--- src/hdl/lrupr_pkg.sv ---
`default_nettype none

package lrupr_pkg;

   // Default sizes of the frame table.
   localparam int NUM_FRAMES_DEF = 16;
   localparam int PAGE_BITS_DEF  = 16;

   // Fixed widths of the request and response fields.
   localparam int PAGE_W  = 16;
   localparam int FIDX_W  = 4;
   localparam int FAULT_W = 32;

   // Register block.
   localparam int              CFG_W      = 5;
   localparam logic [CFG_W-1:0] FRAMES_RST = 5'd16;
   localparam int              APB_DATA_W = 32;
   localparam int              APB_ADDR_W = 3;
   localparam int              REG_SEL_W  = APB_ADDR_W - 2;

   localparam logic [REG_SEL_W-1:0] REG_FRAMES_IN_USE = 1'b0;

   typedef enum logic [2:0] {
      ST_IDLE,
      ST_SCAN,
      ST_DECIDE,
      ST_UPDATE,
      ST_DONE
   } lrupr_state_type;

   typedef struct packed {
      logic               hit;
      logic [FIDX_W-1:0]  frame_index;
      logic               evicted_valid;
      logic [PAGE_W-1:0]  evicted_page;
      logic [FAULT_W-1:0] fault_total;
   } lrupr_rsp_type;

endpackage

`default_nettype wire

--- src/hdl/lrupr_ifs.sv ---
`default_nettype none

interface lrupr_req_if;
   logic                         valid;
   logic                         ready;
   logic [lrupr_pkg::PAGE_W-1:0] page_number;

   modport source (output valid, output page_number, input ready);
   modport sink (input valid, input page_number, output ready);
endinterface

interface lrupr_rsp_if;
   logic                          valid;
   logic                          ready;
   logic                          hit;
   logic [lrupr_pkg::FIDX_W-1:0]  frame_index;
   logic                          evicted_valid;
   logic [lrupr_pkg::PAGE_W-1:0]  evicted_page;
   logic [lrupr_pkg::FAULT_W-1:0] fault_total;

   modport source (output valid, output hit, output frame_index, output evicted_valid,
                   output evicted_page, output fault_total, input ready);
   modport sink (input valid, input hit, input frame_index, input evicted_valid,
                 input evicted_page, input fault_total, output ready);
endinterface

`default_nettype wire

--- src/hdl/lru_page_replacement.sv ---
`default_nettype none

// Channel   Direction  Handshake          Carries
// req_if    in         valid / ready      page_number
// rsp_if    out        valid / ready      hit, frame_index, evicted_valid, evicted_page,
//                                         fault_total
// csr_*     in         APB write / read   frames_in_use at byte address 0
//
// For each request the frame table memory is swept once to find a hit, an empty frame and
// the oldest frame, and a second time to age the ranks, one entry per cycle through its
// single read port.
// Synchronous reset clears the valid bits, fill pointer, fault counter and handshakes.
// A finished response waits in its register while the next request is taken and
// scanned; the block stalls only when a second response is ready before the first left.

module lru_page_replacement #(
   parameter int NUM_FRAMES = lrupr_pkg::NUM_FRAMES_DEF,
   parameter int PAGE_BITS  = lrupr_pkg::PAGE_BITS_DEF
) (
   input  logic                             clock,
   input  logic                             reset,
   lrupr_req_if.sink                        req_if,
   lrupr_rsp_if.source                      rsp_if,
   input  logic                             csr_psel,
   input  logic                             csr_penable,
   input  logic                             csr_pwrite,
   input  logic [lrupr_pkg::APB_ADDR_W-1:0] csr_paddr,
   input  logic [lrupr_pkg::APB_DATA_W-1:0] csr_pwdata,
   output logic                             csr_pready,
   output logic [lrupr_pkg::APB_DATA_W-1:0] csr_prdata
);
   import lrupr_pkg::*;

   localparam int FRAME_W = (NUM_FRAMES > 1) ? $clog2(NUM_FRAMES) : 1;
   localparam int CNT_W   = $clog2(NUM_FRAMES + 1);
   localparam int ENT_W   = PAGE_BITS + CNT_W;
   localparam int MW      = (CNT_W > CFG_W) ? CNT_W : CFG_W;
   localparam int PW_W    = PAGE_BITS + PAGE_W;
   localparam int FX_W    = FRAME_W + FIDX_W;

   localparam logic [CNT_W-1:0] ALL_FRAMES = CNT_W'(NUM_FRAMES);

   // Register block
   logic [CFG_W-1:0] frames_in_use;

   lrupr_csr u_csr (
      .clock         (clock),
      .reset         (reset),
      .csr_psel      (csr_psel),
      .csr_penable   (csr_penable),
      .csr_pwrite    (csr_pwrite),
      .csr_paddr     (csr_paddr),
      .csr_pwdata    (csr_pwdata),
      .csr_pready    (csr_pready),
      .csr_prdata    (csr_prdata),
      .frames_in_use (frames_in_use)
   );

   // Effective frame count, clamped to 1..NUM_FRAMES.
   logic [MW-1:0]    cfg_wide;
   logic [MW-1:0]    m_wide;
   logic [CNT_W-1:0] m_cnt;

   assign cfg_wide = MW'(frames_in_use);
   always_comb begin
      if (cfg_wide == '0) begin
         m_wide = MW'(1);
      end else if (cfg_wide > MW'(NUM_FRAMES)) begin
         m_wide = MW'(NUM_FRAMES);
      end else begin
         m_wide = cfg_wide;
      end
   end
   assign m_cnt = m_wide[CNT_W-1:0];

   // Frame table memory: page and recency rank of each frame.
   logic [ENT_W-1:0]   mem [NUM_FRAMES];
   logic               rd_en;
   logic [FRAME_W-1:0] rd_addr;
   logic [ENT_W-1:0]   rd_data_ff;
   logic               wr_en;
   logic [FRAME_W-1:0] wr_addr;
   logic [ENT_W-1:0]   wr_data;

   always_ff @(posedge clock) begin
      if (wr_en) begin
         mem[wr_addr] <= wr_data;
      end
      if (rd_en) begin
         rd_data_ff <= mem[rd_addr];
      end
   end

   logic [PAGE_BITS-1:0] rd_page;
   logic [CNT_W-1:0]     rd_rank;

   assign rd_page = rd_data_ff[ENT_W-1:CNT_W];
   assign rd_rank = rd_data_ff[CNT_W-1:0];

   // Registers
   lrupr_state_type      state_ff, state_in;
   logic [CNT_W-1:0]     issue_ff, issue_in;
   logic                 dat_vld_ff, dat_vld_in;
   logic [FRAME_W-1:0]   dat_idx_ff, dat_idx_in;
   logic [PAGE_BITS-1:0] req_page_ff, req_page_in;
   logic                 hit_ff, hit_in;
   logic [FRAME_W-1:0]   hit_frame_ff, hit_frame_in;
   logic [CNT_W-1:0]     hit_rank_ff, hit_rank_in;
   logic                 empty_found_ff, empty_found_in;
   logic [FRAME_W-1:0]   empty_frame_ff, empty_frame_in;
   logic                 vict_found_ff, vict_found_in;
   logic [FRAME_W-1:0]   vict_frame_ff, vict_frame_in;
   logic [CNT_W-1:0]     vict_rank_ff, vict_rank_in;
   logic [PAGE_BITS-1:0] vict_page_ff, vict_page_in;
   logic [FRAME_W-1:0]   tgt_ff, tgt_in;
   logic [CNT_W-1:0]     old_rank_ff, old_rank_in;
   logic                 evict_ff, evict_in;
   logic [FRAME_W-1:0]   fill_ff, fill_in;
   logic [NUM_FRAMES-1:0] valid_ff, valid_in;
   logic [FAULT_W-1:0]   fault_ff, fault_in;
   lrupr_rsp_type        rsp_ff, rsp_in;
   logic                 rsp_valid_ff, rsp_valid_in;

   // Helpers
   logic [PW_W-1:0]    req_wide;
   logic [PW_W-1:0]    vict_wide;
   logic [FX_W-1:0]    tgt_wide;
   logic               cur_valid;
   logic               cur_below;
   logic [CNT_W-1:0]   fp_cnt;
   logic [FRAME_W-1:0] fp;
   logic [CNT_W-1:0]   fp_next;
   logic [FRAME_W-1:0] fill_adv;

   assign req_wide  = PW_W'(req_if.page_number);
   assign vict_wide = PW_W'(vict_page_ff);
   assign tgt_wide  = FX_W'(tgt_ff);
   assign cur_valid = valid_ff[dat_idx_ff];
   assign cur_below = CNT_W'(dat_idx_ff) < m_cnt;

   // A stale fill pointer beyond the frames in use wraps to frame zero.
   assign fp_cnt   = (CNT_W'(fill_ff) >= m_cnt) ? '0 : CNT_W'(fill_ff);
   assign fp       = fp_cnt[FRAME_W-1:0];
   assign fp_next  = fp_cnt + CNT_W'(1);
   assign fill_adv = (fp_next >= m_cnt) ? '0 : fp_next[FRAME_W-1:0];

   always_comb begin
      state_in       = state_ff;
      issue_in       = issue_ff;
      dat_vld_in     = 1'b0;
      dat_idx_in     = issue_ff[FRAME_W-1:0];
      req_page_in    = req_page_ff;
      hit_in         = hit_ff;
      hit_frame_in   = hit_frame_ff;
      hit_rank_in    = hit_rank_ff;
      empty_found_in = empty_found_ff;
      empty_frame_in = empty_frame_ff;
      vict_found_in  = vict_found_ff;
      vict_frame_in  = vict_frame_ff;
      vict_rank_in   = vict_rank_ff;
      vict_page_in   = vict_page_ff;
      tgt_in         = tgt_ff;
      old_rank_in    = old_rank_ff;
      evict_in       = evict_ff;
      fill_in        = fill_ff;
      valid_in       = valid_ff;
      fault_in       = fault_ff;
      rsp_in         = rsp_ff;
      rsp_valid_in   = rsp_valid_ff;
      rd_en          = 1'b0;
      rd_addr        = issue_ff[FRAME_W-1:0];
      wr_en          = 1'b0;
      wr_addr        = dat_idx_ff;
      wr_data        = rd_data_ff;
      req_if.ready   = 1'b0;

      if (rsp_if.ready) begin
         rsp_valid_in = 1'b0;
      end

      unique case (state_ff)
         ST_IDLE: begin
            req_if.ready = 1'b1;
            if (req_if.valid) begin
               req_page_in    = req_wide[PAGE_BITS-1:0];
               hit_in         = 1'b0;
               empty_found_in = 1'b0;
               vict_found_in  = 1'b0;
               issue_in       = '0;
               state_in       = ST_SCAN;
            end
         end
         ST_SCAN: begin
            if (issue_ff != ALL_FRAMES) begin
               rd_en      = 1'b1;
               dat_vld_in = 1'b1;
               issue_in   = issue_ff + CNT_W'(1);
            end
            if (dat_vld_ff) begin
               if (cur_valid && (rd_page == req_page_ff) && !hit_ff) begin
                  hit_in       = 1'b1;
                  hit_frame_in = dat_idx_ff;
                  hit_rank_in  = rd_rank;
               end
               if (cur_below && !cur_valid && !empty_found_ff) begin
                  empty_found_in = 1'b1;
                  empty_frame_in = dat_idx_ff;
               end
               // Strictly older wins, so the lowest index keeps a tie.
               if (cur_below && cur_valid && (!vict_found_ff || (rd_rank > vict_rank_ff))) begin
                  vict_found_in = 1'b1;
                  vict_frame_in = dat_idx_ff;
                  vict_rank_in  = rd_rank;
                  vict_page_in  = rd_page;
               end
            end
            if (issue_ff == ALL_FRAMES) begin
               state_in = ST_DECIDE;
            end
         end
         ST_DECIDE: begin
            evict_in = 1'b0;
            if (hit_ff) begin
               tgt_in      = hit_frame_ff;
               old_rank_in = hit_rank_ff;
            end else begin
               fault_in = (fault_ff != '1) ? fault_ff + FAULT_W'(1) : fault_ff;
               if (!valid_ff[fp]) begin
                  tgt_in       = fp;
                  fill_in      = fill_adv;
                  valid_in[fp] = 1'b1;
                  old_rank_in  = ALL_FRAMES;
               end else begin
                  fill_in = fp;
                  if (empty_found_ff) begin
                     tgt_in                   = empty_frame_ff;
                     valid_in[empty_frame_ff] = 1'b1;
                     old_rank_in              = ALL_FRAMES;
                  end else begin
                     tgt_in      = vict_frame_ff;
                     old_rank_in = vict_rank_ff;
                     evict_in    = 1'b1;
                  end
               end
            end
            issue_in = '0;
            state_in = ST_UPDATE;
         end
         ST_UPDATE: begin
            if (issue_ff != ALL_FRAMES) begin
               rd_en      = 1'b1;
               dat_vld_in = 1'b1;
               issue_in   = issue_ff + CNT_W'(1);
            end
            // Write-back trails the read by one entry, so the two never collide.
            if (dat_vld_ff) begin
               wr_en = 1'b1;
               if (dat_idx_ff == tgt_ff) begin
                  wr_data = {req_page_ff, CNT_W'(0)};
               end else if (cur_valid && (rd_rank < old_rank_ff)) begin
                  wr_data = {rd_page, rd_rank + CNT_W'(1)};
               end
            end
            if (issue_ff == ALL_FRAMES) begin
               state_in = ST_DONE;
            end
         end
         ST_DONE: begin
            if (!rsp_valid_ff || rsp_if.ready) begin
               rsp_in.hit           = hit_ff;
               rsp_in.frame_index   = tgt_wide[FIDX_W-1:0];
               rsp_in.evicted_valid = evict_ff;
               rsp_in.evicted_page  = evict_ff ? vict_wide[PAGE_W-1:0] : '0;
               rsp_in.fault_total   = fault_ff;
               rsp_valid_in         = 1'b1;
               state_in             = ST_IDLE;
            end
         end
         default: begin
            state_in = ST_IDLE;
         end
      endcase
   end

   always_ff @(posedge clock) begin
      if (reset) begin
         state_ff     <= ST_IDLE;
         dat_vld_ff   <= 1'b0;
         fill_ff      <= '0;
         valid_ff     <= '0;
         fault_ff     <= '0;
         rsp_valid_ff <= 1'b0;
      end else begin
         state_ff     <= state_in;
         dat_vld_ff   <= dat_vld_in;
         fill_ff      <= fill_in;
         valid_ff     <= valid_in;
         fault_ff     <= fault_in;
         rsp_valid_ff <= rsp_valid_in;
      end
   end

   always_ff @(posedge clock) begin
      issue_ff       <= issue_in;
      dat_idx_ff     <= dat_idx_in;
      req_page_ff    <= req_page_in;
      hit_ff         <= hit_in;
      hit_frame_ff   <= hit_frame_in;
      hit_rank_ff    <= hit_rank_in;
      empty_found_ff <= empty_found_in;
      empty_frame_ff <= empty_frame_in;
      vict_found_ff  <= vict_found_in;
      vict_frame_ff  <= vict_frame_in;
      vict_rank_ff   <= vict_rank_in;
      vict_page_ff   <= vict_page_in;
      tgt_ff         <= tgt_in;
      old_rank_ff    <= old_rank_in;
      evict_ff       <= evict_in;
      rsp_ff         <= rsp_in;
   end

   assign rsp_if.valid         = rsp_valid_ff;
   assign rsp_if.hit           = rsp_ff.hit;
   assign rsp_if.frame_index   = rsp_ff.frame_index;
   assign rsp_if.evicted_valid = rsp_ff.evicted_valid;
   assign rsp_if.evicted_page  = rsp_ff.evicted_page;
   assign rsp_if.fault_total   = rsp_ff.fault_total;

   // The fault counter only counts up or holds.
   a_fault_monotonic: assert property (@(posedge clock) disable iff (reset)
      !$past(reset) |-> fault_ff >= $past(fault_ff))
      else $error("fault counter went down");

   // Once loaded, a frame stays resident.
   a_valid_sticky: assert property (@(posedge clock) disable iff (reset)
      !$past(reset) |-> (valid_ff & $past(valid_ff)) == $past(valid_ff))
      else $error("frame valid bit cleared");

   // An eviction is only ever reported for a miss.
   a_evict_is_miss: assert property (@(posedge clock) disable iff (reset)
      rsp_valid_ff && rsp_ff.evicted_valid |-> !rsp_ff.hit)
      else $error("eviction reported on a hit");

   // A miss has always been counted before its response goes out.
   a_miss_counted: assert property (@(posedge clock) disable iff (reset)
      rsp_valid_ff && !rsp_ff.hit |-> rsp_ff.fault_total != '0)
      else $error("miss response with zero fault total");

endmodule

`default_nettype wire

--- src/hdl/lrupr_csr.sv ---
`default_nettype none

module lrupr_csr (
   input  logic                              clock,
   input  logic                              reset,
   input  logic                              csr_psel,
   input  logic                              csr_penable,
   input  logic                              csr_pwrite,
   input  logic [lrupr_pkg::APB_ADDR_W-1:0]  csr_paddr,
   input  logic [lrupr_pkg::APB_DATA_W-1:0]  csr_pwdata,
   output logic                              csr_pready,
   output logic [lrupr_pkg::APB_DATA_W-1:0]  csr_prdata,
   output logic [lrupr_pkg::CFG_W-1:0]       frames_in_use
);
   import lrupr_pkg::*;

   logic [CFG_W-1:0]     frames_ff;
   logic [CFG_W-1:0]     frames_in;
   logic [REG_SEL_W-1:0] reg_sel;
   logic                 wr_strobe;

   assign reg_sel   = csr_paddr[APB_ADDR_W-1:2];
   assign wr_strobe = csr_psel && csr_penable && csr_pwrite;

   always_comb begin
      frames_in = frames_ff;
      if (wr_strobe && (reg_sel == REG_FRAMES_IN_USE)) begin
         frames_in = csr_pwdata[CFG_W-1:0];
      end
   end

   always_ff @(posedge clock) begin
      if (reset) begin
         frames_ff <= FRAMES_RST;
      end else begin
         frames_ff <= frames_in;
      end
   end

   always_comb begin
      csr_prdata = '0;
      if (reg_sel == REG_FRAMES_IN_USE) begin
         csr_prdata = APB_DATA_W'(frames_ff);
      end
   end

   assign csr_pready    = 1'b1;
   assign frames_in_use = frames_ff;

endmodule

`default_nettype wire
--- src/flat_wrapper.sv ---
// flat-port wrapper written by rule: the top's interface ports become plain ports
module lru_page_replacement_flat import lrupr_pkg::*;
#(
   parameter int NUM_FRAMES = lrupr_pkg::NUM_FRAMES_DEF,
   parameter int PAGE_BITS  = lrupr_pkg::PAGE_BITS_DEF
)
  (clock, reset, csr_psel, csr_penable, csr_pwrite, csr_paddr, csr_pwdata, csr_pready, csr_prdata, req_if_valid, req_if_page_number, req_if_ready, rsp_if_valid, rsp_if_hit, rsp_if_frame_index, rsp_if_evicted_valid, rsp_if_evicted_page, rsp_if_fault_total, rsp_if_ready);
  lrupr_req_if req_if_i ();
  lrupr_rsp_if rsp_if_i ();
  input  logic clock;
  input  logic reset;
  input  logic csr_psel;
  input  logic csr_penable;
  input  logic csr_pwrite;
  input  logic [lrupr_pkg::APB_ADDR_W-1:0] csr_paddr;
  input  logic [lrupr_pkg::APB_DATA_W-1:0] csr_pwdata;
  output logic csr_pready;
  output logic [lrupr_pkg::APB_DATA_W-1:0] csr_prdata;
  input wire logic [$bits(req_if_i.valid)-1:0] req_if_valid;
  input wire logic [$bits(req_if_i.page_number)-1:0] req_if_page_number;
  output wire logic [$bits(req_if_i.ready)-1:0] req_if_ready;
  output wire logic [$bits(rsp_if_i.valid)-1:0] rsp_if_valid;
  output wire logic [$bits(rsp_if_i.hit)-1:0] rsp_if_hit;
  output wire logic [$bits(rsp_if_i.frame_index)-1:0] rsp_if_frame_index;
  output wire logic [$bits(rsp_if_i.evicted_valid)-1:0] rsp_if_evicted_valid;
  output wire logic [$bits(rsp_if_i.evicted_page)-1:0] rsp_if_evicted_page;
  output wire logic [$bits(rsp_if_i.fault_total)-1:0] rsp_if_fault_total;
  input wire logic [$bits(rsp_if_i.ready)-1:0] rsp_if_ready;
  assign req_if_i.valid = req_if_valid;
  assign req_if_i.page_number = req_if_page_number;
  assign req_if_ready = req_if_i.ready;
  assign rsp_if_valid = rsp_if_i.valid;
  assign rsp_if_hit = rsp_if_i.hit;
  assign rsp_if_frame_index = rsp_if_i.frame_index;
  assign rsp_if_evicted_valid = rsp_if_i.evicted_valid;
  assign rsp_if_evicted_page = rsp_if_i.evicted_page;
  assign rsp_if_fault_total = rsp_if_i.fault_total;
  assign rsp_if_i.ready = rsp_if_ready;
  lru_page_replacement #(.NUM_FRAMES(NUM_FRAMES), .PAGE_BITS(PAGE_BITS)) u_core (.clock(clock), .reset(reset), .req_if(req_if_i), .rsp_if(rsp_if_i), .csr_psel(csr_psel), .csr_penable(csr_penable), .csr_pwrite(csr_pwrite), .csr_paddr(csr_paddr), .csr_pwdata(csr_pwdata), .csr_pready(csr_pready), .csr_prdata(csr_prdata));
endmodule
--- config.mk ---
export PLATFORM = sky130hd
export DESIGN_NAME = lru_page_replacement_flat
export DESIGN_NICKNAME = d
export VERILOG_FILES = /design/src/hdl/lrupr_pkg.sv /design/src/hdl/lrupr_ifs.sv /design/src/hdl/lru_page_replacement.sv /design/src/hdl/lrupr_csr.sv /design/src/flat_wrapper.sv
export SDC_FILE = /design/constraint.sdc
export NUM_CORES = 1
export LEC_CHECK = 0
export BUFFER_PORTS_ARGS = -buffer_cell sky130_fd_sc_hd__buf_4
export CAP_MARGIN = 20
export CORE_ASPECT_RATIO = 0.75
export CORE_MARGIN = 4
export CORE_UTILIZATION = 42
export CTS_CLUSTER_SIZE = 25
export DETAILED_ROUTE_END_ITERATION = 8
export GPL_ROUTABILITY_DRIVEN = 0
export GPL_TIMING_DRIVEN = 0
export PLACE_DENSITY_LB_ADDON = 0.15
export SLEW_MARGIN = 5
export SYNTH_ARGS = -nofsm -noshare
export SYNTH_HDL_FRONTEND = slang
export SYNTH_SLANG_ARGS = --single-unit
--- constraint.sdc ---
create_clock -name clock -period 4.2 [get_ports clock]
set_input_delay 0.42 -clock clock [delete_from_list [all_inputs] [get_ports clock]]
set_output_delay 0.42 -clock clock [all_outputs]
set_load 0.05 [all_outputs]
After elaboration in Yosys (flattened, before gate mapping)
Memory sizes are Yosys's and may differ from the RTL's. A register that Yosys moved wholly into a read port is not among the register bits.
Cells that the tools add are included.
W data, S select, Z words.
- bits in latches: 0
- memories kept: 1
- bits in read-only memories: 0
- word-level logic and storage cells: 160
- register bits after elaboration: 192
- output and inout bits: 89
- bits in writable memories: 336
- memories (memory ; depth ; width ; rd ports ; clocked after memory_dff ; wr ports ; line ; RTL):
    u_core.mem ; 16 ; 21 ; 1 ; 1 ; 1 ; lru_page_replacement.sv:77 ; logic [ENT_W-1:0] mem [NUM_FRAMES];
- multiply operators: 0
- shift operators: 0
- order comparisons: 11
- eq/ne operators: 19
- reduce and logical (&&, ||, !) cells: 38
- $add $sub $neg: 4
- bitwise operators: 5
- multiplexer cells: 55
- divide/modulo/power cells: 0
- operators with widths (cell ; count):
    $mux W21 ; 3
    $mux W5 ; 9
    $add A32 B1 Y32 const B ; 1
    $mux W16 ; 2
    $ne A32 B32 Y1 const B ; 1
    $or A16 B16 Y16 ; 2
    $mux W4 ; 6
    $mux W1 ; 22
    $ne A2 B1 Y1 const B ; 9
    $reduce_and A3 Y1 ; 6
    $eq A16 B16 Y1 ; 1
    $reduce_and A4 Y1 ; 4
    $add A5 B1 Y5 const B ; 3
    $lt A4 B5 Y1 const B ; 3
    $pmux W3 S5 ; 1
    $pmux W5 S3 ; 1
    $logic_and A1 B1 Y1 ; 12
    $mux W3 ; 4
    $bmux W1 S4 ; 2
    $demux W1 S4 ; 2
    $ge A4 B1 Y1 const B ; 2
    $eq A3 B2 Y1 const B ; 2
    $pmux W1 S2 ; 3
    $reduce_and A2 Y1 ; 3
    other kinds (20) ; 28

Depth between registers and ports, before layout
- depth in word-level cells: 11
- gate-level depth with buffers: 17
- mapped depth without buffers: 17

Cells and area by module
From an unflattened synthesis, not the netlist that was laid out.
- cells, all modules: 1285
- area, all modules: 22447.8 µm²
- by module, submodules not included (module ; area each (µm²) ; cells each ; sequential area each (µm²) ; times used):
    lru_page_replacement ; 21953.6 ; 1227 ; 15725.1 ; 1
    lrupr_csr ; 494.2 ; 58 ; 100.1 ; 1

Least setup slack after synthesis
OpenSTA, ideal clock, no wires.
- path kind: reg-to-reg
- start point: reg u_core.u_csr.frames_ff[4], in the netlist u_core.u_csr.frames_in_use[4]
- end point: reg u_core.vict_found_ff, enable pin
- stages on the path, launching flop included: 9
- path slack: 0.016 ns
- data arrival time: 3.883 ns
- library setup time: 0.300 ns
- period minus slack after synthesis: 4.184 ns
- path through: dfxtp_1 > clkinv_1 > nand2_1 > ha_1 > o31a_1 > o2111a_1 > or4_1 > a211oi_1 > nand2b_1
- longest elaborated chain between the ends: 8
- RTL lines (what ; line ; RTL):
    from (decl) ; lrupr_csr.sv:17 ; logic [CFG_W-1:0] frames_ff;
    from (signal assigned) ; lrupr_csr.sv:36 ; frames_ff <= frames_in;
    $gt A5 B5 Y1 ; lru_page_replacement.sv:68 ; end else if (cfg_wide > MW'(NUM_FRAMES)) begin
    $mux W5 ; lru_page_replacement.sv:68 ;
    $mux W5 * ; lru_page_replacement.sv:66 ; if (cfg_wide == '0) begin
    $lt A4 B5 Y1 * ; lru_page_replacement.sv:139 ; assign cur_below = CNT_W'(dat_idx_ff) < m_cnt;
    $logic_and A1 B1 Y1 * (2 in series) ; lru_page_replacement.sv:210 ; if (cur_below && cur_valid && (!vict_found_ff || (rd_rank > vict_rank_ff))) begin
    $ne A2 B1 Y1 (no line) * ; n/a ;
    $reduce_and A4 Y1 (no line) * ; n/a ;
    to (signal assigned) ; lru_page_replacement.sv:312 ; vict_found_ff <= vict_found_in;
    to (decl) ; lru_page_replacement.sv:111 ; logic vict_found_ff, vict_found_in;
Every way passes the cells marked *; elsewhere a longest branch is shown, timed or not.
A chain may end at the register's enable or synchronous reset.

Final worst setup path
- start point: reg u_core.u_csr.frames_ff[1], in the netlist u_core.u_csr.frames_in_use[1]
- end point: reg u_core.fill_ff[0]
- longest elaborated chain between the ends: 9
- RTL lines (what ; line ; RTL):
    $gt A5 B5 Y1 ; lru_page_replacement.sv:68 ;
    $mux W5 ; lru_page_replacement.sv:68 ;
    $mux W5 * ; lru_page_replacement.sv:66 ;
    $ge A4 B5 Y1 ; lru_page_replacement.sv:142 ; assign fp_cnt = (CNT_W'(fill_ff) >= m_cnt) ? '0 : CNT_W'(fill_ff);
    $mux W4 ; lru_page_replacement.sv:142 ;
    $add A5 B1 Y5 ; lru_page_replacement.sv:144 ; assign fp_next = fp_cnt + CNT_W'(1);
    $ge A5 B5 Y1 ; lru_page_replacement.sv:145 ; assign fill_adv = (fp_next >= m_cnt) ? '0 : fp_next[FRAME_W-1:0];
    $mux W4 ; lru_page_replacement.sv:145 ;
    $mux W4 * ; lru_page_replacement.sv:228 ; if (!valid_ff[fp]) begin
    to (signal assigned) ; lru_page_replacement.sv:296 ; fill_ff <= fill_in;
    to (decl) ; lru_page_replacement.sv:118 ; logic [FRAME_W-1:0] fill_ff, fill_in;
Every way passes the cells marked *; elsewhere a longest branch is shown, timed or not. The select of a mux whose other input is x is not followed.

==> run_results.csv <==
group,metric,value,unit
status,status,"finished, final reports clean",
timing,holdWs,0.07841,ns
cts,cts.sinks,549,
cells_and_area,ff_latch_area,15830,um2
synthesis,ys_types,72,
routing,drc,0,
cells_and_area,multi_input_area,6193,um2
cells_and_area,area_delta_synth_final,20.00,%
placement,port_buffers,89,
critical_path,crit_start,"u_core.u_csr.frames_in_use[1]$_SDFFE_PP0P_",
global_route,grt_pass1_vias,12190,
synthesis,netlist_instances,1287,
synthesis,async_flop_share,0,
cts,path_clk_slew,0.06,ns
synthesis,synth_top_cell_area_share,0.6496,
cts,cts-root-buf,"clkbuf_16",
critical_path,cp_data_arrival_time,4.38,ns
placement,dp_hpwl,37.35,mm
routing,routed_wl,55.32,mm
critical_path,cp-end-kind,"flop",
synthesis,yosysWarningCount,0,
critical_path,reg2reg_depth,17,
timing,period_needed,3.879,ns
power_and_ir_drop,powerDensity,464.9,nW/um2
timing,rsz0062_at_grt,"false",
routing,drtIter0Drc,1184,
cts,cts.path.max_buffers,3,
timing,finalSetupTns,0,ns
synthesis,synth_edf_count,483,
synthesis,synth_commonest_cells,"edfxtp_1, mux4_2, nor2_1",
worst_hold_path,hold_class,"input port to flop",
routing,vias_per_cell,5.508,
timing,finalCritPeriodShare,0.9236,
placement,dp.cells,2140,
timing,max_freq,257.8,MHz
global_route,grt_first_pass_wirelength,81.43,mm
critical_path,worstSetupStartpointType,"flop",
floorplanning,rows,72,
critical_path,endpoint,"u_core.fill_ff[0]$_SDFFE_PP0P_",
cts,cts_tree,"done",
job,drv_cap,0,
floorplanning,die-area,56960,um2
cts,clock_latency,0.59,ns
synthesis,synthFlopType,"edfxtp_1",
cells_and_area,fin_cells,2262,
critical_path,ff2ff_setup_slack,0.32,ns
timing,worst_slew_pin_slew,1.055,ns
timing,relSlewSlack,0.2968,
global_route,grt_overflow_total,0,
cells_and_area,fin_nets,1602,
global_route,antenna_found_initial,0,
timing,finClkSkew,0.01995,ns
critical_path,required,4.70,ns
cells_and_area,n_fill_cell,4316,
floorplanning,ios,147,
global_route,grt_max_degree,36,
floorplanning,die_width,274.2,um
synthesis,synthTopCellsByArea,"edfxtp_1, mux4_2, dfxtp_1, ha_1, nor2_1",
synthesis,post-synth-top-count-cell,"edfxtp_1",
floorplanning,chipHeight,207.7,um
cells_and_area,drive_above_1_share,0.2721,
routing,via_count,12460,
floorplanning,start_util,0.4288,
power_and_ir_drop,vdd.ir_drop.worst,322.5,uV
global_route,grtUsageTotal,0.1927,
routing,ant_nets,0,
power_and_ir_drop,leakage,8.911,nW
synthesis,ys_ff_latch,549,
critical_path,worst-setup-path-type,"flop to flop",
power_and_ir_drop,power.total,12.46,mW
floorplanning,core,52070,um2
synthesis,netlist_area,22330,um2
synthesis,synth_top_area_cell,"edfxtp_1",
cts,numCtsBuffers,53,
timing,maxSlewViolCount,0,
synthesis,synth_area_per_cell,17.35,um2
timing,report.final.hold_viol_count,0,
routing,first_pass_iters,6,
critical_path,worstPathMaxFanout,8,
cts,cts-htree-levels,2,
routing,post_drt_wl_per_cell,24.46,um
critical_path,worstReg2RegEnd,"u_core.fill_ff[0]$_SDFFE_PP0P_",
synthesis,yosysSeqAreaShare,0.7087,
critical_path,r2r-start,"u_core.u_csr.frames_in_use[1]$_SDFFE_PP0P_",
timing,setup_violations,0,
==> how the worst min path moves through the flow <==
stage,start,end,cells after the start
after floorplan,u_core.issue_ff[2]$_SDFFCE_PN0P_,u_core.dat_idx_ff[2]$_DFF_P_,0
after global placement,u_core.issue_ff[3]$_SDFFCE_PN0P_,u_core.dat_idx_ff[3]$_DFF_P_,0
after detailed placement,u_core.issue_ff[2]$_SDFFCE_PN0P_,u_core.dat_idx_ff[2]$_DFF_P_,0
after CTS,csr_pwdata[3],u_core.u_csr.frames_in_use[3]$_SDFFE_PP0P_,3
after global routing,csr_pwdata[3],u_core.u_csr.frames_in_use[3]$_SDFFE_PP0P_,3
final,csr_pwdata[3],u_core.u_csr.frames_in_use[3]$_SDFFE_PP0P_,3
==> cells by family (layout without fill, tap and decap cells) <==
family          count (synthesis)  count (layout)  synth area share
buf+inv                       108             353           0.02499
other cells                     2              29         0.0003363
fa+ha+maj                      29              29           0.01625
flops                         549             549            0.7087
mux                           142             142            0.1268
simple gates                  299             299           0.06853
xor+xnor                       53              53           0.02079
compound gates                105             105           0.03362
==> critical path, stage by stage, from the launching register on <==
cell and delay, ns:
dfxtp_1 0.33, nor3_1 0.20, nor2_1 0.08, nor2_1 0.16, ha_1 0.25, nand2b_1 0.14
a21o_1 0.20, a211oi_2 0.32, nor2_1 0.23, nor2_2 0.27, ha_2 0.32, xnor2_1 0.18
ha_1 0.26, nor2b_1 0.12, o21ai_0 0.14, o2bb2ai_1 0.25, a21oi_1 0.13, a211oi_1 0.22
==> routing by layer <==
layer  up-vias  global-route usage  share of wire
met2       439              0.2927           0.45
met5         -                   0              0
met4         0             0.04683          0.024
li1       5488                   -              -
met1      6445              0.2895           0.46
met3        86             0.03594          0.068
==> layout make-up <==
type	instances	share of cell area
Multi-Input combinational cell	656	0.2311
Tap cell	703	0.03283
Sequential cell	549	0.5906
Inverter	25	0.003502
Clock buffer	66	0.05398
Buffer	83	0.01737
Timing Repair Buffer	147	0.05706
Antenna cell	1	0.00009339
Clock inverter	32	0.01345
==> registers in the layout, summed over array words and instances (netlist names), 3 cells and up <==
signal / cells
u_core.hit_frame_ff: 4
u_core.rsp_if.frame_index: 4
u_core.vict_page_ff: 16
u_core.fill_ff: 4
u_core.empty_frame_ff: 4
u_core.u_csr.frames_in_use: 5
u_core.fault_ff: 32
u_core.rsp_if.evicted_page: 16
u_core.state_ff: 3
u_core.dat_idx_ff: 4
u_core.req_page_ff: 16
u_core.mem: 336
u_core.hit_rank_ff: 5
u_core.tgt_ff: 4
u_core.issue_ff: 5
u_core.rsp_if.fault_total: 32
u_core.rd_data_ff: 21
u_core.vict_rank_ff: 5
u_core.valid_ff: 16
u_core.vict_frame_ff: 4
u_core.old_rank_ff: 5
==> where the power goes <==
part / total [mW] / internal (mW) / switching, mW
combinational: 1.30 / 0.537 / 0.764
clock: 4.93 / 2.88 / 2.05
sequential: 6.23 / 6.15 / 0.0789
total: 12.5 / 9.57 / 2.89
==> timing repair <==
| item | CTS | global route |
|---|---|---|
| endpoints found under the setup margin | 0 | 4 |
| hold endpoints to repair | 16 | 0 |
| hold buffers | 16 | 0 |
| buffers inserted | 0 | 0 |
| gates resized for setup | 0 | 3 |
==> layout by cell type (no fill, tap or decap), types with 16 or more instances in the layout <==
cell type,Yosys,final
o21ai_0,16,16
nand2_1,52,52
clkbuf_16,0,54
dfxtp_1,66,66
nand3_1,32,32
buf_6,4,18
and2_1,22,22
ha_1,29,28
inv_1,24,24
clkbuf_1,34,40
xor2_1,24,24
xnor2_1,29,29
nand4_1,20,20
edfxtp_1,483,483
mux2_2,16,16
nor2_1,87,71
dlygate4sd3_1,0,16
conb_1,2,28
a21oi_1,27,27
buf_4,29,123
mux4_2,111,111
==> metrics by stage <==
stage            util  instance area [um2]  worst slack, ns
3_3_place_gp   0.4604                23970           -2.918
4_1_cts        0.5130                26710          0.02375
5_1_grt        0.5146                26790          0.02516
3_5_place_dp   0.4752                24750          0.03744
2_1_floorplan       -                22430          0.01641
6_report       0.5146                26800           0.3209
Note: power is estimated with default switching activity, not from simulation.
